## src/design/vadd_pkg.sv

```systemverilog
// Shared types and constants for the vertex attribute dedup unit.
package vadd_pkg;

   localparam int IDX_FIELD_W = 20;
   localparam int OUT_IDX_W   = 10;
   localparam int KEY_MAX_W   = 63;
   localparam int SLOT_MAX_W  = 16;
   localparam int QUEUE_DEPTH = 2;
   localparam int HASH_SHIFT  = 29;
   localparam int MUL_SPLIT   = 23;
   localparam logic [63:0] HASH_MULT = 64'h9E37_79B9_7F4A_7C15;

   // One classified corner handed from the hash front to the probe engine.
   typedef struct packed {
      logic [KEY_MAX_W-1:0]  key;
      logic [SLOT_MAX_W-1:0] slot;
      logic                  last;
      logic                  mesh;
   } vadd_job_type;

   typedef enum logic [2:0] {
      ST_CLEAR,
      ST_IDLE,
      ST_PROBE,
      ST_CHECK,
      ST_EMIT
   } vadd_state_type;

endpackage

```

## src/design/vadd_front.sv

```systemverilog
// Input stage: packs the corner key and computes its home slot.
module vadd_front #(
   parameter int INDEX_BITS = 20,
   parameter int SLOT_BITS  = 10
) (
   input  logic                   clock,
   input  logic                   reset,
   input  logic                   req_tvalid,
   output logic                   req_tready,
   input  logic [63:0]            req_tdata,   // position, texcoord, normal (20 b each), pad
   input  logic                   req_tlast,
   input  logic [0:0]             req_tuser,   // new_mesh
   output logic                   job_valid,
   input  logic                   job_ready,
   output vadd_pkg::vadd_job_type job
);
   import vadd_pkg::*;

   localparam int KEY_W      = 3 * INDEX_BITS;
   localparam int FIELD_KEEP = (INDEX_BITS < IDX_FIELD_W) ? INDEX_BITS : IDX_FIELD_W;
   localparam int PROD_W     = 2 * MUL_SPLIT;
   localparam logic [MUL_SPLIT-1:0] MULT_LO = HASH_MULT[MUL_SPLIT-1:0];
   localparam logic [MUL_SPLIT-1:0] MULT_HI = HASH_MULT[2*MUL_SPLIT-1:MUL_SPLIT];

   logic [KEY_W-1:0]     key;
   logic [63:0]          key_wide;
   logic [MUL_SPLIT-1:0] key_lo, key_hi;
   logic [PROD_W-1:0]    prod_ll, prod_lh, prod_hl;

   logic                 valid_ff, valid_in;
   logic [PROD_W-1:0]    p_ll_ff;
   logic [MUL_SPLIT-1:0] p_lh_ff, p_hl_ff;
   logic [KEY_W-1:0]     key_ff;
   logic                 last_ff, mesh_ff;

   logic [MUL_SPLIT-1:0] cross_sum;
   logic [PROD_W-1:0]    hash;
   logic [SLOT_BITS-1:0] home;
   logic                 load;

   // Each index is cut to INDEX_BITS and placed on an INDEX_BITS grid.
   always_comb begin
      key = '0;
      key[FIELD_KEEP-1:0]                = req_tdata[FIELD_KEEP-1:0];
      key[INDEX_BITS +: FIELD_KEEP]      = req_tdata[IDX_FIELD_W +: FIELD_KEEP];
      key[2*INDEX_BITS +: FIELD_KEEP]    = req_tdata[2*IDX_FIELD_W +: FIELD_KEEP];
   end

   assign key_wide = 64'(key);
   assign key_lo   = key_wide[MUL_SPLIT-1:0];
   assign key_hi   = key_wide[2*MUL_SPLIT-1:MUL_SPLIT];

   // Only the low 46 bits of the 64-bit product reach the slot bits.
   assign prod_ll = PROD_W'(key_lo) * PROD_W'(MULT_LO);
   assign prod_lh = PROD_W'(key_lo) * PROD_W'(MULT_HI);
   assign prod_hl = PROD_W'(key_hi) * PROD_W'(MULT_LO);

   assign req_tready = !valid_ff || job_ready;
   assign load       = req_tvalid && req_tready;
   assign valid_in   = req_tready ? req_tvalid : valid_ff;

   always_ff @(posedge clock) begin
      if (reset) begin
         valid_ff <= 1'b0;
      end else begin
         valid_ff <= valid_in;
      end
      if (load) begin
         p_ll_ff <= prod_ll;
         p_lh_ff <= prod_lh[MUL_SPLIT-1:0];
         p_hl_ff <= prod_hl[MUL_SPLIT-1:0];
         key_ff  <= key;
         last_ff <= req_tlast;
         mesh_ff <= req_tuser[0];
      end
   end

   assign cross_sum = p_lh_ff + p_hl_ff;
   assign hash      = p_ll_ff + {cross_sum, {MUL_SPLIT{1'b0}}};
   assign home      = hash[SLOT_BITS-1:0] ^ hash[HASH_SHIFT +: SLOT_BITS];

   assign job_valid = valid_ff;
   always_comb begin
      job      = '0;
      job.key  = KEY_MAX_W'(key_ff);
      job.slot = SLOT_MAX_W'(home);
      job.last = last_ff;
      job.mesh = mesh_ff;
   end

endmodule

```

## config.mk

```make
export PLATFORM = sky130hd
export DESIGN_NAME = vadd_front
export DESIGN_NICKNAME = d
export VERILOG_FILES = /design/src/design/vadd_pkg.sv /design/src/design/vadd_front.sv
export SDC_FILE = /design/constraint.sdc
export NUM_CORES = 1
export LEC_CHECK = 0
export ABC_AREA = 1
export BUFFER_PORTS_ARGS = -buffer_cell sky130_fd_sc_hd__buf_4
export CORE_UTILIZATION = 40
export DETAILED_ROUTE_END_ITERATION = 6
export SYNTH_ARGS = -nofsm -noshare
export SYNTH_HDL_FRONTEND = slang
export SYNTH_SLANG_ARGS = --single-unit
```

## constraint.sdc

```tcl
create_clock -name clock -period 11.34 [get_ports clock]
set_clock_uncertainty 0.15 [all_clocks]
set_input_delay 2.835 -clock clock [delete_from_list [all_inputs] [get_ports clock]]
set_output_delay 2.835 -clock clock [all_outputs]
set_load 0.01 [all_outputs]
```

# Word-level counts from Yosys, hierarchy flattened
# Index checks and enable logic that the tools add are counted.
# totals
out_inout_bits	83
input_bits	70
wordCells	16
reg_bits	133
# op_classes
n_reduce_logical	3
n_mul	3
bitwise	1
addsub	2
# ops
cell	count
adder 39 bit	1
multiplier 23 x 23 -> 39 bit (second input constant)	1
multiplier 23 x 22 -> 15 bit (second input constant)	1
multiplier 23 x 23 -> 16 bit (second input constant)	1
adder 16 bit	1
bitwise XOR 10 bit	1
logical AND 1 bit	1
logical NOT 1 bit	1
logical OR 1 bit	1

# Longest topological paths before layout
# Gate-level depths: netlist of run 1.
# depth
word_depth	3
ltp_mapped	26
depth_no_buf	26

# Worst setup path after synthesis of run 1
# OpenSTA, ideal clock, no wires.
# synth_path
path_kind	in2reg
start	in req_tvalid
end	reg key_ff[10] (enable)
setup_ns	0.624
setup_slack_ns	2.194
arrival_time_ns	8.371
path_buffers	0
stages	2
required_time_ns	10.566
cell_sequence	inv_1 -> a21oi_1
# synth_via
elab_chain_len	1
# synth_rtl
item	line_no	rtl
start, declared	vadd_front.sv:8	input logic req_tvalid,
logical AND 1 bit	vadd_front.sv:59	assign load = req_tvalid && req_tready;
via load	vadd_front.sv:39	logic load;
end signal, assigned	vadd_front.sv:72	key_ff <= key;
end, declared	vadd_front.sv:33	logic [KEY_W-1:0] key_ff;
# The timed path passes the listed nets, and every way through them passes these cells.
# A chain may end at the register's enable or synchronous reset.

# Final worst setup path of run 1
# layout_path
start	in req_tdata[12]
end	reg p_ll_ff[34], data pin
# layout_via
elab_chain_len	1
# layout_rtl
item	line_no	rtl
start, declared	vadd_front.sv:10	input logic [63:0] req_tdata,
multiplier 23 x 23 -> 39 bit	vadd_front.sv:54	assign prod_ll = PROD_W'(key_lo) * PROD_W'(MULT_LO);
via prod_ll[34]	vadd_front.sv:28	logic [PROD_W-1:0] prod_ll, prod_lh, prod_hl;
end signal, assigned	vadd_front.sv:69	p_ll_ff <= prod_ll;
end, declared	vadd_front.sv:31	logic [PROD_W-1:0] p_ll_ff;
# The timed path passes the listed nets, and every way through them passes these cells.

==> impl_metrics.ini, run 1 <==
[status]
status = completed

[final_layout]
diodes = 0
nFillCells = 4279
fin_nets = 2699
multi_input_area_mm2 = 0.0124
final_cell_mix = 477 x inv_1, 318 x ha_1, 315 x nand2_1
fin_area_mm2 = 0.0200
final_common_cell = inv_1
final-seq-area_mm2 = 0.00344
layout-drive-gt1-share_pct = 10.1
syn_to_final_growth_pct = 13.0

[yosys]
ys_seq_area_share_pct = 19.4
netlist_area_mm2 = 0.0177
synth-seq-cells = 115
synth_edf_count = 114
yosysWarnings = 0
syn_area_per_cell_um2 = 9.18
synth.distinct_cells = 39
ys.flop_type = edfxtp_1
synth_cells = 1930
async_flop_share_pct = 0

[min_path]
hold_path.class = reg2reg

[clock_tree]
cts_resized = 0
cts_buffer_depth = 2
numCtsBuffers = 17
cts-root-buf = clkbuf_16
cts_tree = built
holdBufCountCts = 0
h-tree-depth = 4
cts.sinks = 115
post-cts-setup-buffer-count = 0
path_clk_slew_ns = 0.06
worstSkewPairLatency_ns = 0.47

[timing]
final.setup.tns_ns = 0
post-route-min-period_ns = 8.40
grt_setup_unrepaired = false
setup_viol = 0
post-route-period-util_pct = 74.0
max_freq_ghz = 0.119
hold_viol = 0
drv_slew = 0
maxSlewHeadroom_pct = 37.0
tightestPinTransition_ns = 0.945

[floorplan]
die_x_um = 212
core-area_mm2 = 0.0434
start_util_pct = 40.8
dieArea_mm2 = 0.0451
die_h_um = 212
rows = 76
ioPinCount = 153

[place]
io_buffers = 139
place_congestion = 0.952
place_area_mm2 = 0.0194
dp_hpwl_mm = 38.1

[critical_path]
endpoint_kind = flip-flop
cp.arrival_ns = 8.48
required_ns = 11.42
critical_path_class = in2reg
cp-start-kind = primary input
worst-path-max-fanout = 7

[drt]
firstDrtPassIters = 5
drt_iter0_drc = 618
viasPerCell = 4.74
vias = 12715
wl_per_cell_um = 16.4
finalWirelength_mm = 44.0
drc = 0
ant_nets = 0

[global_route]
grt_pass1_wl_mm = 69.8
grtUsageMet3_pct = 4.71
use_met1_pct = 27.2
grt_max_degree = 67
grt_pass1_vias = 13357
antenna_found_initial = 0
busiest_layer = met2
gr-usage-met2_pct = 34.2
grt_overflow = 0
grt.total_usage_pct = 20.9

[flow_run]
drv_cap = 0
-- routing by layer --
metal | wire (µm) | vias up
li1 | - | 6321
met1 | 20000 | 6085
met2 | 20600 | 258
met3 | 2320 | 51
met4 | 1010 | 0
met5 | 0 | -
-- cell type report --
type	instances	area share (%)
tap	585	3.66
inverter	479	8.98
sequential	115	17.2
clock inverter	15	0.794
multi-input combinational	1329	61.9
timing repair buffer	141	5.29
clock buffer	17	2.13
-- through the flow --
stage,cells,setup slack [ns],utilization [%],hold WS [ns]
3_5_place_dp,2649,2.50,44.8,0.395
5_1_grt,2681,2.73,46.2,0.427
4_1_cts,2681,3.01,46.2,0.403
2_1_floorplan,1938,2.19,-,0.427
6_report,2681,2.94,46.2,0.398
3_3_place_gp,2649,2.54,44.8,0.372
-- registers in the layout (all words and copies together), names as in the netlist --
register	flops
p_hl_ff	16
key_ff	56
p_lh_ff	14
p_ll_ff	26
job_valid	1
last_ff	1
mesh_ff	1
-- critical path: stages --
cell and delay (ns):
buf_4 0.16, inv_1 0.17, fa_1 0.69, fa_1 0.48
fa_1 0.50, fa_1 0.55, inv_1 0.05, fa_1 0.45
fa_1 0.50, inv_1 0.06, fa_1 0.52, inv_1 0.07
ha_1 0.39, a21oi_1 0.31, nand2_1 0.12, a21oi_1 0.26
nor2_1 0.09, nor2_1 0.13, nand2_1 0.07, nand2_1 0.06
nand2_1 0.04
-- Yosys cell counts, drive strengths merged (2+ instances only) --
cell	number	share of area [%]
nand2	326	7.1
nand3	78	2.3
nand3b	8	0.34
nor2	113	2.6
o21bai	9	0.38
o21ai	40	1.2
a21oi	79	2.3
ha	318	22
nor3	15	0.48
edfxtp	114	19
xnor2	29	1.4
a31oi	3	0.11
buf	15	0.64
inv	479	10
fa	228	26
nor3b	2	0.14
o211ai	2	0.085
xor2	45	2.2
nand4	14	0.49
a21o	3	0.13
-- cell families (layout without fill, tap and decap cells) --
kind of cell,Yosys count,in the layout,synth area share [%]
AO/OA/AOI/OAI,140,140,4.34
XOR/XNOR,74,74,3.66
adder cells (fa/ha/maj),546,546,48.2
buffers and inverters,494,652,10.8
flip-flops,115,115,19.4
other,1,9,0.0212
AND/OR/NAND/NOR,560,560,13.5
-- final timing paths --
path	from	to	slack, ns	depth (start not counted)
max	req_tdata[12]	p_ll_ff[34]$_DFFE_PP_	2.94	21
min	job_valid$_SDFFE_PP0N_	job_valid$_SDFFE_PP0N_	0.40	2
max reg2reg	job_valid$_SDFFE_PP0N_	key_ff[3]$_DFFE_PP_	8.92	3
min reg2reg	job_valid$_SDFFE_PP0N_	job_valid$_SDFFE_PP0N_	0.40	2
Power of run 1 is left out: the tool's default activity adds up to more than one toggle a clock period on the data nets, which glitch-free logic cannot reach.
==> run 2, diff against run 1 <==
==> constraint.sdc (replaced) <==
create_clock -name clock -period 8.4 [get_ports clock]
set_clock_uncertainty 0.15 [all_clocks]
set_input_delay 2.1 -clock clock [delete_from_list [all_inputs] [get_ports clock]]
set_output_delay 2.1 -clock clock [all_outputs]
set_load 0.01 [all_outputs]
==> run 2 against run 1 <==
Net effect:
- clock-buffer cell count up 3
- wire length rose by 0.80%
- design area hardly changed
- final cell count stayed put
- setup slack got worse by 2.2 ns
- critical path type unchanged
- highest routed layer unchanged
==> impl_metrics.ini, run 2 (synthesized netlist as in run 1, its figures left out) <==
[final_layout]
layout-drive-gt1-share_pct = 10.0
largest_reg_flops = 56
syn_to_final_growth_pct = 13.1
diodes = 0
final_common_cell = inv_1
regMostFlops = key_ff
utilization_pct = 46.2
fin_area_mm2 = 0.0200
final_cell_mix = 477 x inv_1, 318 x ha_1, 315 x nand2_1
fin_nets = 2699
top_regs = key_ff x56, p_ll_ff x26, p_hl_ff x16

[timing]
grt_setup_unrepaired = false
post-route-period-util_pct = 91.1
post-route-min-period_ns = 7.65
setup_viol = 0
drv_slew = 0
setup_slack_ns = 0.749
final.setup.tns_ns = 0
maxSlewHeadroom_pct = 51.2
max_freq_ghz = 0.131
tightestPinTransition_ns = 0.730
hold_viol = 0

[drt]
vias = 12785
firstDrtPassIters = 5
wl_per_cell_um = 16.5
viasPerCell = 4.77
ant_nets = 0
drt_iter0_drc = 542
drc = 0
finalWirelength_mm = 44.3

[floorplan]
die_h_um = 212
die_x_um = 212
start_util_pct = 40.8
dieArea_mm2 = 0.0451
core-area_mm2 = 0.0434
ioPinCount = 153
rows = 76

[clock_tree]
holdBufCountCts = 0
cts-root-buf = clkbuf_16
cts_buffer_depth = 2
cts_resized = 0
numCtsBuffers = 17
path_clk_slew_ns = 0.06
cts_tree = built
worstSkewPairLatency_ns = 0.46
cts.sinks = 115
post-cts-setup-buffer-count = 0
h-tree-depth = 4

[place]
io_buffers = 139
post-place-ws_ns = 0.336
dp_hpwl_mm = 38.4
place_congestion = 0.963
place_area_mm2 = 0.0194

[global_route]
antenna_found_initial = 0
grt_overflow = 0
grt_pass1_vias = 13309
grt_pass1_wl_mm = 69.9
grt.total_usage_pct = 20.8
grt_max_degree = 53

[critical_path]
worst-path-max-fanout = 9
endpoint_kind = flip-flop
cp.arrival_ns = 7.73
cp-start-kind = primary input
rrSetupSlack_ns = 6.19
critical_path_class = in2reg
required_ns = 8.47

[flow_run]
drv_cap = 0

[status]
status = completed

[min_path]
hold_path.class = reg2reg
==> run 2: cell count changes in the layout (fill, tap and decap cells not counted), sizes merged <==
cell,change
bufinv,+1
clkinv,-5
clkinvlp,+1
clkbuf,+3
==> run 2: worst paths after layout <==
path | to | from | depth (start not counted)
setup / recovery | p_ll_ff[34]$_DFFE_PP_ | req_tdata[8] | 19
hold / removal | job_valid$_SDFFE_PP0N_ | job_valid$_SDFFE_PP0N_ | 2
setup reg to reg | key_ff[13]$_DFFE_PP_ | job_valid$_SDFFE_PP0N_ | 2
hold reg to reg | job_valid$_SDFFE_PP0N_ | job_valid$_SDFFE_PP0N_ | 2
==> run 2: area by class of cell <==
class	count	area (µm²)
well taps	585	732
fillers	4257	23300
inverters	479	1800
multi-input cells	1329	12400
repair buffers	141	1060
clock buffers	20	447
flip-flops and latches	115	3440
clock inverters	12	155
==> run 2: critical path, cell delays in order <==
cell and delay, ns:
buf_4 0.20, inv_1 0.13, fa_1 0.69, fa_1 0.48, fa_1 0.51, inv_1 0.05
fa_1 0.60, fa_1 0.45, fa_1 0.51, fa_1 0.42, ha_1 0.34, a21oi_1 0.33
o21ai_0 0.24, a21oi_1 0.29, nor2_1 0.09, nor2_1 0.13, nand2_1 0.06, nand2_1 0.05
nand2_1 0.04
==> run 2: routing by layer <==
| layer | GRT usage (%) | up-vias | routed length (µm) |
|---|---|---|---|
| met5 | 0 | - | 0 |
| met4 | 6.30 | 0 | 840 |
| met3 | 3.13 | 46 | 2020 |
| met2 | 34.4 | 296 | 20500 |
| met1 | 28.1 | 6125 | 20900 |
| li1 | - | 6318 | - |
==> run 2: per-stage QoR <==
stage / cells / hold slack [ns]
3_5_place_dp: 2649 / 0.380
2_1_floorplan: 1938 / 0.440
5_1_grt: 2681 / 0.413
6_report: 2681 / 0.386
4_1_cts: 2681 / 0.388
3_3_place_gp: 2649 / 0.367
Power of run 2 is left out for the same reason.
==> run 3, diff against run 2 <==
==> constraint.sdc (replaced) <==
create_clock -name clock -period 8.88 [get_ports clock]
set_clock_uncertainty 0.15 [all_clocks]
set_input_delay 2.22 -clock clock [delete_from_list [all_inputs] [get_ports clock]]
set_output_delay 2.22 -clock clock [all_outputs]
set_load 0.01 [all_outputs]
==> run 3 against run 2 <==
Net effect:
- non-clock buffer count unchanged
- largest cell class unchanged
- die area stayed put
- via count is 1.2% higher
- hold slack better by 0.0049 ns
- setup slack better by 0.41 ns
- register-to-register slack better by 0.23 ns
- clock-buffer cell count is the same
- critical path depth increased by 2
- global-route usage is 0.20 points higher
- sequential cell count stayed put
- design area rose by 0.18%
==> impl_metrics.ini, run 3 (synthesized netlist as in run 1, its figures left out) <==
[floorplan]
die_h_um = 212
die_x_um = 212
core-area_mm2 = 0.0434
start_util_pct = 40.8
rows = 76
dieArea_mm2 = 0.0451
ioPinCount = 153

[timing]
setup_viol = 0
maxSlewHeadroom_pct = 33.5
drv_slew = 0
final.setup.tns_ns = 0
setup_slack_ns = 1.16
tightestPinTransition_ns = 0.998
hold_viol = 0
max_freq_ghz = 0.130
post-route-period-util_pct = 86.9
post-route-min-period_ns = 7.72
grt_setup_unrepaired = false

[final_layout]
top_regs = key_ff x56, p_ll_ff x26, p_hl_ff x16
instances_no_fill = 2681
nFillCells = 4226
syn_to_final_growth_pct = 13.3
layout-drive-gt1-share_pct = 9.92
final_cell_mix = 477 x inv_1, 318 x ha_1, 315 x nand2_1
final_common_cell = inv_1
fin_nets = 2699
fin_area_mm2 = 0.0201
diodes = 0
largest_reg_flops = 56
regMostFlops = key_ff

[critical_path]
crit_path_start = req_tdata[12]
endpoint_kind = flip-flop
required_ns = 8.95
crit_top_cell = fa_1
crit_slowest_cell = fa_1
cp-start-kind = primary input
cp.arrival_ns = 7.79
cp_top_family = adder cells
path_cells = buf_4 > inv_1 > fa_1 > fa_1 > fa_1 > fa_1 > inv_1 > fa_1 > fa_1 > inv_1 > fa_1 > inv_1 > ha_1 > a21oi_1 > nand2_1 > nand2_1 > nand2_1 > a21oi_1 > nand3_1 > nand2_1 > nand2_1
critical_path.max_stage_delay_ns = 0.66
reg2reg_from = job_valid$_SDFFE_PP0N_
worst-path-max-fanout = 7
cp_num_buf_inv = 5
critical_path_class = in2reg

[place]
dp.cells = 2649
dp_hpwl_mm = 38.4
post-place-ws_ns = 0.694
place_congestion = 0.956
place_area_mm2 = 0.0194
io_buffers = 139

[min_path]
hold_start = job_valid$_SDFFE_PP0N_
hold_path.class = reg2reg

[status]
status = completed

[drt]
wl_per_cell_um = 16.5
firstDrtPassIters = 5
finalWirelength_mm = 44.3
vias = 12940
ant_nets = 0
drc = 0
viasPerCell = 4.83
drt_iter0_drc = 600

[clock_tree]
post-cts-setup-buffer-count = 0
cts_buffer_depth = 2
h-tree-depth = 4
cts-root-buf = clkbuf_16
holdBufCountCts = 0
numCtsBuffers = 17
cts_resized = 0
path_clk_slew_ns = 0.06
worstSkewPairLatency_ns = 0.46
cts.sinks = 115
cts_tree = built

[global_route]
grt_overflow = 0
grt_pass1_vias = 13617
grt_max_degree = 68
grt_pass1_wl_mm = 71.0
grt.total_usage_pct = 21.0
antenna_found_initial = 1

[flow_run]
drv_cap = 0
-- run 3: worst min-delay path, stage by stage (launching register included) --
cell and delay [ns]:
dfxtp_1 0.34, nand2_1 0.10, a21oi_1 0.06
-- run 3: layout make-up --
cell class	instances	area [µm²]	area share, %
clock buffer	20	437	2.18
timing repair buffer	141	1060	5.28
multi-input combinational	1329	12400	61.8
tap	585	732	3.65
sequential	115	3440	17.2
inverter	479	1800	8.96
clock inverter	12	201	1.00
-- run 3: final timing paths --
kind,end,slack (ns),cells past startpoint
worst max-delay path,p_ll_ff[38]$_DFFE_PP_,1.16,21
worst min-delay path,job_valid$_SDFFE_PP0N_,0.39,2
worst max register to register,p_hl_ff[9]$_DFFE_PP_,6.42,3
worst min register to register,job_valid$_SDFFE_PP0N_,0.39,2
-- run 3: through the flow --
stage,hold WS [ns],util (%)
finish,0.391,46.3
CTS,0.397,46.3
floorplan,0.427,-
global route,0.422,46.3
detailed placement,0.389,44.8
global placement,0.371,44.8
-- run 3: metal layers --
layer  up-vias  track usage, %  part of all wire (%)
li1       6332               -                     -
met1      6253            27.6                    45
met2       303            35.1                    47
met3        52            3.47                   5.2
met4         0            6.97                   2.1
met5         -               0                     0
Power of run 3 is left out for the same reason.
