## src/design/vadd_pkg.sv

```systemverilog
// Shared types and constants for the vertex attribute dedup unit.
package vadd_pkg;

   localparam int IDX_FIELD_W = 20;
   localparam int OUT_IDX_W   = 10;
   localparam int KEY_MAX_W   = 63;
   localparam int SLOT_MAX_W  = 16;
   localparam int QUEUE_DEPTH = 2;
   localparam int HASH_SHIFT  = 29;
   localparam int MUL_SPLIT   = 23;
   localparam logic [63:0] HASH_MULT = 64'h9E37_79B9_7F4A_7C15;

   // One classified corner handed from the hash front to the probe engine.
   typedef struct packed {
      logic [KEY_MAX_W-1:0]  key;
      logic [SLOT_MAX_W-1:0] slot;
      logic                  last;
      logic                  mesh;
   } vadd_job_type;

   typedef enum logic [2:0] {
      ST_CLEAR,
      ST_IDLE,
      ST_PROBE,
      ST_CHECK,
      ST_EMIT
   } vadd_state_type;

endpackage

```

## src/design/vadd_queue.sv

```systemverilog
// Small register FIFO between the hash front and the probe engine.
module vadd_queue #(
   parameter int DEPTH = 2
) (
   input  logic                   clock,
   input  logic                   reset,
   input  logic                   push_valid,
   output logic                   push_ready,
   input  vadd_pkg::vadd_job_type push_data,
   output logic                   pop_valid,
   input  logic                   pop_ready,
   output vadd_pkg::vadd_job_type pop_data
);
   import vadd_pkg::*;

   localparam int PTR_W = (DEPTH > 1) ? $clog2(DEPTH) : 1;
   localparam int CNT_W = $clog2(DEPTH + 1);

   vadd_job_type     entries_ff [DEPTH];
   logic [PTR_W-1:0] wr_ptr_ff, wr_ptr_in;
   logic [PTR_W-1:0] rd_ptr_ff, rd_ptr_in;
   logic [CNT_W-1:0] count_ff, count_in;
   logic             do_push, do_pop;

   assign push_ready = (count_ff != CNT_W'(DEPTH));
   assign pop_valid  = (count_ff != '0);
   assign pop_data   = entries_ff[rd_ptr_ff];
   assign do_push    = push_valid && push_ready;
   assign do_pop     = pop_valid && pop_ready;

   always_comb begin
      wr_ptr_in = wr_ptr_ff;
      rd_ptr_in = rd_ptr_ff;
      count_in  = count_ff;
      if (do_push) begin
         wr_ptr_in = (wr_ptr_ff == PTR_W'(DEPTH - 1)) ? '0 : wr_ptr_ff + PTR_W'(1);
      end
      if (do_pop) begin
         rd_ptr_in = (rd_ptr_ff == PTR_W'(DEPTH - 1)) ? '0 : rd_ptr_ff + PTR_W'(1);
      end
      if (do_push && !do_pop) begin
         count_in = count_ff + CNT_W'(1);
      end else if (do_pop && !do_push) begin
         count_in = count_ff - CNT_W'(1);
      end
   end

   always_ff @(posedge clock) begin
      if (reset) begin
         wr_ptr_ff <= '0;
         rd_ptr_ff <= '0;
         count_ff  <= '0;
      end else begin
         wr_ptr_ff <= wr_ptr_in;
         rd_ptr_ff <= rd_ptr_in;
         count_ff  <= count_in;
      end
      if (do_push) begin
         entries_ff[wr_ptr_ff] <= push_data;
      end
   end

endmodule

```

## config.mk

```make
export PLATFORM = sky130hd
export DESIGN_NAME = vadd_queue
export DESIGN_NICKNAME = d
export VERILOG_FILES = /design/src/design/vadd_pkg.sv /design/src/design/vadd_queue.sv
export SDC_FILE = /design/constraint.sdc
export NUM_CORES = 1
export LEC_CHECK = 0
export CAP_MARGIN = 40
export CORE_UTILIZATION = 40
export CTS_BUF_LIST = sky130_fd_sc_hd__clkbuf_8 sky130_fd_sc_hd__clkbuf_16
export CTS_CLUSTER_DIAMETER = 60
export DETAILED_ROUTE_END_ITERATION = 8
export DONT_BUFFER_PORTS = 1
export GPL_TIMING_DRIVEN = 1
export PLACE_DENSITY = 0.59
export SLEW_MARGIN = 20
export SYNTH_ARGS = -nofsm -noshare
export SYNTH_HDL_FRONTEND = slang
export SYNTH_SLANG_ARGS = --single-unit
```

## constraint.sdc

```tcl
create_clock -name clock -period 8.06 [get_ports clock]
set_input_delay 1.209 -clock clock [delete_from_list [all_inputs] [get_ports clock]]
set_output_delay 1.209 -clock clock [all_outputs]
set_load 0.02 [all_outputs]
```

* After elaboration in Yosys (flattened, before gate mapping) *
Memories as Yosys holds them, arrays and structs flattened. A register that Yosys moved wholly into a read port is not among the register bits.
Index checks and enable logic that the tools add are counted.

cells by class
  add/sub/neg operators = 4
  equality and inequality tests = 1
  multiplexer cells = 8
  reduce and logical (&&, ||, !) cells = 8

operators with widths
  cell                 count
  $mux 1               6
  $logic_and 1x1->1    4
  $mux 2               2
  $reduce_bool 2->1    2
  $add 1x1->1 const B  2
  $add 2x1->2 const B  1
  $logic_not 1->1      2
  $ne 2x2->1 const B   1
  $sub 2x1->2 const B  1

storage, ports and cells
  flip-flop bits (word level) = 4
  RAM bits = 162
  bits of input ports = 85
  logic and storage cells = 25
  memories = 1

memory list
  memory      depth  width  rd ports  clocked after memory_dff  write ports  line              source
  entries_ff  2      81     1         1                         1            vadd_queue.sv:19  vadd_job_type entries_ff [DEPTH];

* Logic depth before layout (Yosys ltp) *
Gate-level depths: netlist of run 1.

  depth after elaboration = 6
  gate-level depth with buffers = 6
  mapped depth without buffers = 6

* Worst setup path after synthesis of run 1 *
Ideal clock, no wire load.

  kind = input -> register
  start point = input push_valid
  end point = memory entries_ff[1][0] in the netlist's numbering, enable pin
  library setup time = 0.449 ns
  data arrival time = 3.147 ns
  path slack = 4.464 ns
  cell stages on the path = 1
  path through = and3_1

between the ends
  word-level cells in the longest chain between the ends = 3

RTL lines
  element                       line              source
  from (decl)                   vadd_queue.sv:7   input logic push_valid,
  $logic_and 1x1->1             vadd_queue.sv:28  assign do_push = push_valid && push_ready;
  $mux 1                        vadd_queue.sv:58  if (do_push) begin
  $mux 1 (implied by the code)  vadd_queue.sv:59  entries_ff[wr_ptr_ff] <= push_data;
  to (decl)                     vadd_queue.sv:19

Every way passes these cells.

==> results of run 1 <==
==> worst paths after layout <==
kind | to | slack (ns) | start | cells past startpoint
hold reg to reg | flop | 0.51 | rd_ptr_ff$_SDFFE_PP0P_ | 2
setup / recovery | pop_data[78] | 4.99 | flop | 2
hold / removal | flop | 0.51 | rd_ptr_ff$_SDFFE_PP0P_ | 2
setup reg to reg | entries_ff[0][72]$_DFFE_PP_ | 5.97 | count_ff[0]$_SDFFE_PP0P_ | 5
==> Yosys cell counts, drive strengths merged <==
cell / instances
a21bo: 1
a21oi: 2
and2: 1
and3: 1
buf: 9
dfxtp: 5
edfxtp: 162
ha: 1
inv: 1
mux2: 81
nand2b: 1
nand3b: 1
nor2: 3
o21ai: 2
or2: 1
or3: 1
xor2: 3
==> per-layer routing <==
metal | up-vias | GRT usage | part of all wire
li1 | 1115 | - | -
met4 | 0 | 0.06456 | 0.015
met1 | 1243 | 0.1378 | 0.37
met2 | 118 | 0.2202 | 0.50
met5 | - | 0 | 0
met3 | 9 | 0.08258 | 0.11
==> area by class of cell <==
cell class                      instances  area [um2]  share of cell area
Multi-Input combinational cell         99        1036              0.1511
Tap cell                              184       230.2             0.03359
Clock inverter                         14       98.84             0.01442
Timing Repair Buffer                    4       90.09             0.01314
Sequential cell                       167        4969              0.7249
Inverter                                1       5.005           0.0007302
Clock buffer                           17       425.4             0.06207
==> cells by family after synthesis <==
group / Yosys count
compound gates: 5
xor+xnor: 3
fa+ha+maj: 1
buf+inv: 10
flops: 167
mux: 81
simple gates: 9
==> critical path, cell delays in order (launching register included) <==
cell,delay [ns]
sky130_fd_sc_hd__dfxtp_4,0.65
sky130_fd_sc_hd__buf_16,0.32
sky130_fd_sc_hd__mux2_2,0.44
==> stage by stage <==
stage / hold WS [ns] / util / total power [mW] / cells
finish: 0.5082 / 0.4680 / 2.374 / 486
global route: 0.5485 / 0.4680 / 2.476 / 486
detailed placement: 0.4919 / 0.4322 / 1.686 / 455
global placement: 0.4848 / 0.4266 / 1.655 / 452
floorplan: 0.4705 / - / 1.597 / 276
CTS: 0.5163 / 0.4680 / 2.411 / 486
==> sequential cells by signal (all words and copies together), names as in the netlist, named ones only <==
register	count
wr_ptr_ff	1
entries_ff	162
rd_ptr_ff	1
count_ff	2
==> where the power goes <==
part	switching (mW)	internal [mW]	total, mW
sequential	0.0488	1.09	1.13
clock	0.308	0.414	0.722
combinational	0.339	0.179	0.518
==> tab_implementation.tex, run 1 <==
\begin{tabular}{lr}
\hline
Metric & Value \\
\hline
\multicolumn{2}{l}{\textbf{Synthesis}} \\
Mux share of post-synthesis cell area & 0.1504 \\
Cells taking the most area after synthesis & sky130\_fd\_sc\_hd\_\_edfxtp\_1, sky130\_fd\_sc\_hd\_\_mux2\_2, sky130\_fd\_sc\_hd\_\_dfxtp\_1, sky130\_fd\_sc\_hd\_\_buf\_4, sky130\_fd\_sc\_hd\_\_xor2\_1 \\
Xor and xnor area share after synthesis & 0.004333 \\
Number of instances in the synthesized netlist & roughly 280 \\
Area share of the leading cell type in the synthesized netlist & 0.8021 \\
Syn Area/Cell & around 22 um2 \\
Number of library cell types mapped by synthesis & 18 \\
Mapped Nets & $\sim$360 \\
Sequential fraction of the synthesis area & 0.8187 \\
Cell Area, Synth & $\sim$0.006 mm2 \\
FF+latch count, synth & between 150 and 200 \\
Main combinational cell family by area after synthesis & multiplexers \\
Total of warnings raised by yosys & 0 \\
Biggest area consumer among synthesized cells & sky130\_fd\_sc\_hd\_\_edfxtp\_1 \\
Simple-gate share of the synthesized area & 0.008253 \\
Complex-gate fraction of the synthesized area & 0.004952 \\
Adder and majority cell fraction of the synthesized area & 0.002063 \\
\multicolumn{2}{l}{\textbf{Setup path}} \\
Setup Crit Path Kind & reg -> out \\
Data arrival time of the worst path & approximately 1.9 ns \\
Category of the worst setup path launch point & flop \\
Worst setup EP type & primary output \\
Critical path fanouts, max & 51 \\
WP data required & between 6 and 7 ns \\
\multicolumn{2}{l}{\textbf{STA}} \\
Worst Max-Slew Pin Slew & 0.6096 ns \\
Final Max Tran Viols & 0 \\
RSZ-0062 raised after global routing & false \\
Number of setup violations in the final report & 0 \\
Achievable Freq & 0.3257 GHz \\
Aggregate negative setup slack & 0 ns \\
Worst setup skew after layout & 0.005035 ns \\
Share of the clock period used by the worst path after layout & 0.3810 \\
Slew headroom & 0.5936 \\
Final hold violation count & 0 \\
Final critical path time including I/O delays and setup & approximately 3.1 ns \\
Worst path setup slack after routing & about 5.0 ns \\
\multicolumn{2}{l}{\textbf{Finish}} \\
Ratio of cells with drive above 1 in the final layout & 0.3808 \\
Most frequent cells in the layout & sky130\_fd\_sc\_hd\_\_edfxtp\_1, sky130\_fd\_sc\_hd\_\_mux2\_2, sky130\_fd\_sc\_hd\_\_clkbuf\_16 \\
Filler Cell Count & around 1200 \\
Summed area of non-filler cells in the final layout & roughly 0.0069 mm2 \\
Most common library cell in the layout ignoring fill and taps & sky130\_fd\_sc\_hd\_\_edfxtp\_1 \\
Antenna diode count & 0 \\
Area growth syn-to-layout & 13.02\% \\
Post-layout net count & 376 \\
\multicolumn{2}{l}{\textbf{Clock network}} \\
CTS Buf Count & 17 \\
Buffers inserted during post-CTS setup optimization & 0 \\
Resize count post-CTS & 0 \\
Clk buf depth & 2 \\
Clock-pin transition on the worst setup and hold timing paths & 0.06 ns \\
Clk\_lat worst skew & 0.42 ns \\
Sinks on the clock net & between 150 and 200 \\
Hold\_buf cts & 0 \\
CTS H-Tree Depth & 4 \\
CTS root buf & sky130\_fd\_sc\_hd\_\_clkbuf\_16 \\
CTS tree & built \\
\multicolumn{2}{l}{\textbf{Routing}} \\
Final routed DRC violation total & 0 \\
Number of vias in the routed layout & about 2500 \\
Initial DRT Pass Iterations & 6 \\
Number of DRC violations after detailed-routing iteration 0 & $\sim$120 \\
Vias per std cell & just over 5 \\
Antenna-violating nets left & 0 \\
Sum of routed wire length over all layers & between 9 and 10 mm \\
Mean routed wirelength per cell & just over 20 um \\
\multicolumn{2}{l}{\textbf{Global routing}} \\
Number of antenna violations at the first check in global routing & 1 \\
Total congestion overflow & 0 \\
First-pass GRT wire length & between 15 and 20 mm \\
Vias in the first global route & 2786 \\
Total routing resource utilization after global routing & 0.1354 \\
Maximum number of pins on one net before global-route repair & between 50 and 60 \\
\multicolumn{2}{l}{\textbf{Floorplan}} \\
Die boundary width & between 100 and 150 um \\
Initial standard-cell utilization of the core & 0.4141 \\
Vert. Die Dim & roughly 130 um \\
Row Count & 44 \\
Core Area & roughly 0.015 mm2 \\
Floorplan die area & between 0.015 and 0.02 mm2 \\
Io pins & approximately 170 \\
\multicolumn{2}{l}{\textbf{Power and ir drop}} \\
Max VDD drop & $\sim$0.17 mV \\
Leakage power of the design & about 2.2 nW \\
Areal power density over the cells & $\sim$350 mW/mm2 \\
\multicolumn{2}{l}{\textbf{Place}} \\
Post-Place Cell Area & 0.006330 mm2 \\
Setup WS pre-CTS & 5.384 ns \\
Count of input and output buffers & 0 \\
Half-perimeter wire length of the detailed placement result & 6.236 mm \\
Routability congestion estimate & roughly 0.68 \\
\multicolumn{2}{l}{\textbf{Job}} \\
Count of maximum capacitance violations & 0 \\
\multicolumn{2}{l}{\textbf{Run status}} \\
Status & completed \\
\multicolumn{2}{l}{\textbf{Hold path}} \\
Worst hold-check path type & reg -> reg \\
\hline
\end{tabular}
(Power assumes the default switching activity.)
==> run 2, diff against run 1 <==
==> constraint.sdc (replaced) <==
create_clock -name clock -period 2.9 [get_ports clock]
set_input_delay 0.435 -clock clock [delete_from_list [all_inputs] [get_ports clock]]
set_output_delay 0.435 -clock clock [all_outputs]
set_load 0.02 [all_outputs]
==> run 2 against run 1 <==
The flow now finishes with violations (design-rule violations). Register-to-register slack worse by 5.0 ns. Wire length up 0.75%. Clock power grew to 3.3 times the previous value. Clock skew about the same. Sequential share of layout area fell by 0.94 points. Global-route usage decreased by 0.36 points. Core utilization up 0.62 points. Highest routed layer unchanged.
==> tab_implementation.tex, run 2 (synthesized netlist as in run 1, its figures left out) <==
\begin{tabular}{lr}
\hline
Metric & Value \\
\hline
\multicolumn{2}{l}{\textbf{Run status}} \\
Status & finished, violations left \\
Violated checks & design-rule violations \\
\multicolumn{2}{l}{\textbf{Job}} \\
Count of maximum capacitance violations & 0 \\
\multicolumn{2}{l}{\textbf{Routing}} \\
Initial DRT Pass Iterations & 6 \\
Sum of routed wire length over all layers & about 9.9 mm \\
Number of vias in the routed layout & 2505 \\
Number of DRC violations after detailed-routing iteration 0 & around 130 \\
Mean routed wirelength per cell & approximately 20 um \\
Final routed DRC violation total & 18 \\
Vias per std cell & 5.112 \\
Antenna-violating nets left & 0 \\
\multicolumn{2}{l}{\textbf{Clock network}} \\
Hold\_buf cts & 0 \\
Clk\_lat worst skew & about 0.41 ns \\
Clk buf depth & 2 \\
Clock-pin transition on the worst setup and hold timing paths & 0.06 ns \\
Buffers inserted during post-CTS setup optimization & 0 \\
Sinks on the clock net & between 150 and 200 \\
CTS root buf & sky130\_fd\_sc\_hd\_\_clkbuf\_16 \\
CTS Buf Count & 17 \\
CTS H-Tree Depth & 4 \\
CTS tree & built \\
Resize count post-CTS & 0 \\
\multicolumn{2}{l}{\textbf{STA}} \\
Worst setup skew after layout & 0.004869 ns \\
Final critical path time including I/O delays and setup & 2.196 ns \\
Number of setup violations in the final report & 0 \\
Tightest hold margin & roughly 0.08 ns \\
Aggregate negative setup slack & 0 ns \\
Worst Max-Slew Pin Slew & a little under 0.7 ns \\
Share of the clock period used by the worst path after layout & 0.7573 \\
RSZ-0062 raised after global routing & false \\
Final Max Tran Viols & 0 \\
Final hold violation count & 0 \\
Achievable Freq & between 0.4 and 0.5 GHz \\
Slew headroom & 0.5458 \\
\multicolumn{2}{l}{\textbf{Floorplan}} \\
Core Area & around 0.015 mm2 \\
Vert. Die Dim & 125.1 um \\
Io pins & $\sim$170 \\
Initial standard-cell utilization of the core & 0.4141 \\
Floorplan die area & 0.01566 mm2 \\
Row Count & 44 \\
Die boundary width & approximately 130 um \\
\multicolumn{2}{l}{\textbf{Power and ir drop}} \\
Max VDD drop & approximately 0.59 mV \\
Areal power density over the cells & roughly 1000 mW/mm2 \\
Leakage power of the design & 2.245 nW \\
Power after layout & between 6 and 7 mW \\
\multicolumn{2}{l}{\textbf{Setup path}} \\
Family of cells with the greatest summed delay on the critical path & flip-flops \\
Worst setup EP type & primary output \\
WP data required & roughly 2.5 ns \\
Crit path buffers/inverters & 1 \\
Critical-path cell list & buf\_4 -> mux2\_2 \\
Slowest cell on the critical path & sky130\_fd\_sc\_hd\_\_dfxtp\_4 \\
Category of the worst setup path launch point & flop \\
Setup Crit Path Kind & reg -> out \\
Largest stage delay on the critical path & 0.57 ns \\
Critical path fanouts, max & 24 \\
Data arrival time of the worst path & between 1.5 and 2 ns \\
\multicolumn{2}{l}{\textbf{Place}} \\
Count of input and output buffers & 0 \\
Routability congestion estimate & $\sim$0.7 \\
Post-placement cell count & 458 \\
Half-perimeter wire length of the detailed placement result & around 6.4 mm \\
\multicolumn{2}{l}{\textbf{Global routing}} \\
Maximum number of pins on one net before global-route repair & 50 \\
First-pass GRT wire length & approximately 15 mm \\
Total congestion overflow & 0 \\
Vias in the first global route & around 2700 \\
Total routing resource utilization after global routing & 0.1319 \\
Number of antenna violations at the first check in global routing & 0 \\
\multicolumn{2}{l}{\textbf{Finish}} \\
Largest register FFs & $\sim$160 \\
Ratio of cells with drive above 1 in the final layout & 0.4020 \\
Antenna diode count & 0 \\
Top Registers & entries\_ff (162), count\_ff (2) \\
Area growth syn-to-layout & 14.50\% \\
Post-layout net count & between 300 and 400 \\
Post-route insts no fill & slightly below 500 \\
Register name with the most flops & entries\_ff \\
Most common library cell in the layout ignoring fill and taps & sky130\_fd\_sc\_hd\_\_edfxtp\_1 \\
Most frequent cells in the layout & sky130\_fd\_sc\_hd\_\_edfxtp\_1, sky130\_fd\_sc\_hd\_\_mux2\_2, sky130\_fd\_sc\_hd\_\_clkbuf\_16 \\
\multicolumn{2}{l}{\textbf{Hold path}} \\
Worst hold-check path type & in -> reg \\
\hline
\end{tabular}
run 2: cell types whose count changed in the layout (fill, tap and decap cells not counted), sizes merged:
cell / before / now
buf: 4 / 7
bufinv: 1 / 4
clkinv: 6 / 4
clkinvlp: 3 / 4
inv: 5 / 4
run 2: cell type report:
cell class / instances / area [um2]
multi-input cells: 99 / 1036
flip-flops and latches: 167 / 4969
clock inverters: 15 / 201.4
repair buffers: 7 / 77.57
inverters: 1 / 5.005
well taps: 184 / 230.2
clock buffers: 17 / 425.4
fillers: 1209 / 7700
run 2: metrics by stage:
stage                       util  worst slack (ns)  cell area, um2
final                     0.4742            0.7038            6944
after CTS                 0.4742            0.6234            6944
after detailed placement  0.4314            0.9706            6317
after global routing      0.4742            0.5897            6944
after global placement    0.4314             1.030            6317
after floorplan                -           0.07469            6066
run 2: final timing paths:
kind | cells past startpoint | start | to | slack (ns)
min | 1 | reset | flop | 0.08
max reg2reg | 4 | count_ff[0]$_SDFFE_PP0P_ | entries_ff[0][21]$_DFFE_PP_ | 0.96
max | 2 | flop | pop_data[46] | 0.70
min reg2reg | 2 | rd_ptr_ff$_SDFFE_PP0P_ | rd_ptr_ff$_SDFFE_PP0P_ | 0.51
run 2: per-layer routing:
metal / up-vias / part of all wire / track usage
li1: 1121 / - / -
met4: 0 / 0.025 / 0.07604
met5: - / 0 / 0
met1: 1262 / 0.36 / 0.1390
met3: 18 / 0.097 / 0.06547
met2: 104 / 0.51 / 0.2143
run 2: power breakdown:
part	internal, mW	switching (mW)	total (mW)
clock network	1.45	0.904	2.35
registers	3.02	0.118	3.14
logic	0.487	0.957	1.44
run 2: worst register-to-register path, cell delays in order (launching register included):
cell and delay [ns]:
sky130_fd_sc_hd__dfxtp_1 0.40, sky130_fd_sc_hd__nand2b_1 0.34, sky130_fd_sc_hd__nand3b_1 0.17, sky130_fd_sc_hd__clkinv_2 0.08
sky130_fd_sc_hd__buf_4 0.52
==> run 3, diff against run 2 <==
==> constraint.sdc (replaced) <==
create_clock -name clock -period 2.27 [get_ports clock]
set_input_delay 0.3405 -clock clock [delete_from_list [all_inputs] [get_ports clock]]
set_output_delay 0.3405 -clock clock [all_outputs]
set_load 0.02 [all_outputs]
==> run 3 against run 2 <==
The run still ends with design-rule violations left. Non-clock buffer count rose by 90. Worst setup slack got worse by 0.45 ns. Hold slack improved by 0.052 ns. Count of clock-buffer cells in the layout did not move. Sequential power rose by 26%. Sequential share of layout area fell by 8.5 points. Critical endpoint is now pop_data[62].
==> tab_implementation.tex, run 3 (synthesized netlist as in run 1, its figures left out) <==
\begin{tabular}{lr}
\hline
Metric & Value \\
\hline
\multicolumn{2}{l}{\textbf{Finish}} \\
Area growth syn-to-layout & 30.02\% \\
Summed area of non-filler cells in the final layout & between 0.007 and 0.008 mm2 \\
Antenna diode count & 0 \\
Total area of sequential cells & roughly 0.0050 mm2 \\
Register name with the most flops & entries\_ff \\
Most frequent cells in the layout & sky130\_fd\_sc\_hd\_\_edfxtp\_1, sky130\_fd\_sc\_hd\_\_dlygate4sd3\_1, sky130\_fd\_sc\_hd\_\_mux2\_2 \\
Area used by multi-input combinational logic & 0.001044 mm2 \\
Final Core Density & 0.5384 \\
Top Registers & entries\_ff (162), count\_ff (2) \\
Most common library cell in the layout ignoring fill and taps & sky130\_fd\_sc\_hd\_\_edfxtp\_1 \\
Largest register FFs & between 150 and 200 \\
Ratio of cells with drive above 1 in the final layout & 0.2980 \\
Filler Cell Count & around 1200 \\
Post-layout net count & between 400 and 500 \\
\multicolumn{2}{l}{\textbf{Setup path}} \\
Family of cells with the greatest summed delay on the critical path & multiplexers \\
Critical-path cell list & buf\_4 -> mux2\_2 \\
Instance count on the critical path & 2 \\
FF-to-FF setup slack & between 0.5 and 0.6 ns \\
Data arrival time of the worst path & 1.67 ns \\
Endpoint of the most critical setup path & pop\_data[62] \\
Slowest cell on the critical path & sky130\_fd\_sc\_hd\_\_mux2\_2 \\
Setup Crit Path Kind & reg -> out \\
Largest stage delay on the critical path & roughly 0.46 ns \\
Critical path fanouts, max & 38 \\
Crit path buffers/inverters & 1 \\
Worst setup EP type & primary output \\
Worst reg-to-reg path cell count & 3 \\
FF-to-FF End & entries\_ff[1][62]\$\_DFFE\_PP\_ \\
WP data required & between 1.5 and 2 ns \\
Reg-to-reg startpoint & count\_ff[0]\$\_SDFFE\_PP0P\_ \\
Category of the worst setup path launch point & flop \\
\multicolumn{2}{l}{\textbf{Hold path}} \\
Worst hold-check path type & in -> reg \\
\multicolumn{2}{l}{\textbf{Routing}} \\
Initial DRT Pass Iterations & 8 \\
Number of DRC violations after detailed-routing iteration 0 & 130 \\
Sum of routed wire length over all layers & 10.29 mm \\
Mean routed wirelength per cell & around 18 um \\
Number of vias in the routed layout & 2838 \\
Final routed DRC violation total & 6 \\
Vias per std cell & 4.893 \\
Antenna-violating nets left & 0 \\
\multicolumn{2}{l}{\textbf{Floorplan}} \\
Vert. Die Dim & approximately 130 um \\
Core Area & between 0.01 and 0.015 mm2 \\
Floorplan die area & 0.01566 mm2 \\
Die boundary width & approximately 130 um \\
Initial standard-cell utilization of the core & 0.4141 \\
Row Count & 44 \\
Io pins & $\sim$170 \\
\multicolumn{2}{l}{\textbf{Clock network}} \\
Resize count post-CTS & 0 \\
Clock-pin transition on the worst setup and hold timing paths & 0.06 ns \\
Clk buf depth & 2 \\
Clk\_lat worst skew & roughly 0.4 ns \\
Sinks on the clock net & between 150 and 200 \\
Hold\_buf cts & 30 \\
CTS H-Tree Depth & 4 \\
Buffers inserted during post-CTS setup optimization & 0 \\
CTS root buf & sky130\_fd\_sc\_hd\_\_clkbuf\_16 \\
CTS tree & built \\
CTS Buf Count & 17 \\
\multicolumn{2}{l}{\textbf{Power and ir drop}} \\
Fraction of power spent switching nets & 0.2749 \\
Sequential fraction of design power & 0.438 \\
Relative contribution of combinational cells to total power & 0.233 \\
Areal power density over the cells & between 1000 and 1500 mW/mm2 \\
Max VDD drop & $\sim$0.6 mV \\
Internal portion of total power & around 6.5 mW \\
Net switching component of the power & 2.477 mW \\
Fraction of power consumed by the clock network & 0.329 \\
Leakage power of the design & approximately 2.7 nW \\
\multicolumn{2}{l}{\textbf{STA}} \\
Number of setup violations in the final report & 0 \\
Final Max Tran Viols & 0 \\
Worst path setup slack after routing & 0.2545 ns \\
Worst Max-Slew Pin Slew & 0.4989 ns \\
Final critical path time including I/O delays and setup & a little over 2 ns \\
Aggregate negative setup slack & 0 ns \\
Slew headroom & 0.6674 \\
Achievable Freq & about 0.50 GHz \\
Share of the clock period used by the worst path after layout & 0.8879 \\
Worst setup skew after layout & just over 0.004 ns \\
Final hold violation count & 0 \\
RSZ-0062 raised after global routing & false \\
\multicolumn{2}{l}{\textbf{Global routing}} \\
Number of antenna violations at the first check in global routing & 0 \\
Maximum number of pins on one net before global-route repair & 44 \\
Vias in the first global route & roughly 2800 \\
Total routing resource utilization after global routing & 0.1366 \\
First-pass GRT wire length & roughly 16 mm \\
Total congestion overflow & 0 \\
\multicolumn{2}{l}{\textbf{Job}} \\
Count of maximum capacitance violations & 0 \\
\multicolumn{2}{l}{\textbf{Run status}} \\
Status & finished, violations left \\
Violated checks & design-rule violations \\
\multicolumn{2}{l}{\textbf{Place}} \\
Count of input and output buffers & 0 \\
Setup WS pre-CTS & 0.5846 ns \\
Routability congestion estimate & between 0.6 and 0.7 \\
Post-Place Cell Area & 0.006365 mm2 \\
\hline
\end{tabular}
==> run 3: per-layer routing <==
layer  share of wire  GRT usage  vias to the layer above
li1                -          -                     1309
met1            0.39     0.1425                     1420
met2            0.52     0.2264                      100
met3           0.083    0.08558                        9
met4          0.0088    0.04304                        0
met5               0          0                        -
==> run 3: how the worst min path moves through the flow <==
stage	cells past startpoint	endpoint	startpoint	slack, ns
2_1_floorplan	1	count_ff[1]$_SDFFE_PP0P_	reset	0.41
3_3_place_gp	1	flop	reset	0.41
3_5_place_dp	1	flop	reset	0.41
4_1_cts	0	entries_ff[1][49]$_DFFE_PP_	push_data[49]	0.000007
5_1_grt	2	wr_ptr_ff$_SDFFE_PP0P_	push_valid	0.13
6_report	2	wr_ptr_ff$_SDFFE_PP0P_	push_valid	0.13
==> run 3: power by group through the flow <==
| stage | logic (mW) | registers (mW) | clock network (mW) |
|---|---|---|---|
| floorplan | 1.68 | 4.00 | 0 |
| global placement | 1.99 | 4.00 | 0 |
| detailed placement | 1.99 | 4.02 | 0 |
| CTS | 2.05 | 3.95 | 3.05 |
| global route | 2.22 | 3.99 | 3.20 |
| finish | 2.10 | 3.95 | 2.96 |
==> run 3: cell type report <==
cell class                      instances  area share
Sequential cell                       167      0.6301
Multi-Input combinational cell         99      0.1323
Timing Repair Buffer                   97      0.1288
Clock buffer                           17     0.05395
Tap cell                              184     0.02920
Clock inverter                         15     0.02460
Inverter                                1   0.0009521
==> run 3: worst register-to-register path: cells and delay by family, from the launching register on <==
family / cells / cell delay (ns)
DFF: 1 / 0.41
and+or+nand+nor: 2 / 0.67
buffers and inverters: 1 / 0.28
==> run 3: stage by stage <==
stage                     hold WS, ns  cells  power [mW]
after floorplan                0.4096    276       5.671
final                          0.1324    580       9.009
after global placement         0.4057    458       5.986
after global routing           0.1268    580       9.411
after CTS                 0.000006550    520       9.057
after detailed placement       0.4069    458       6.014
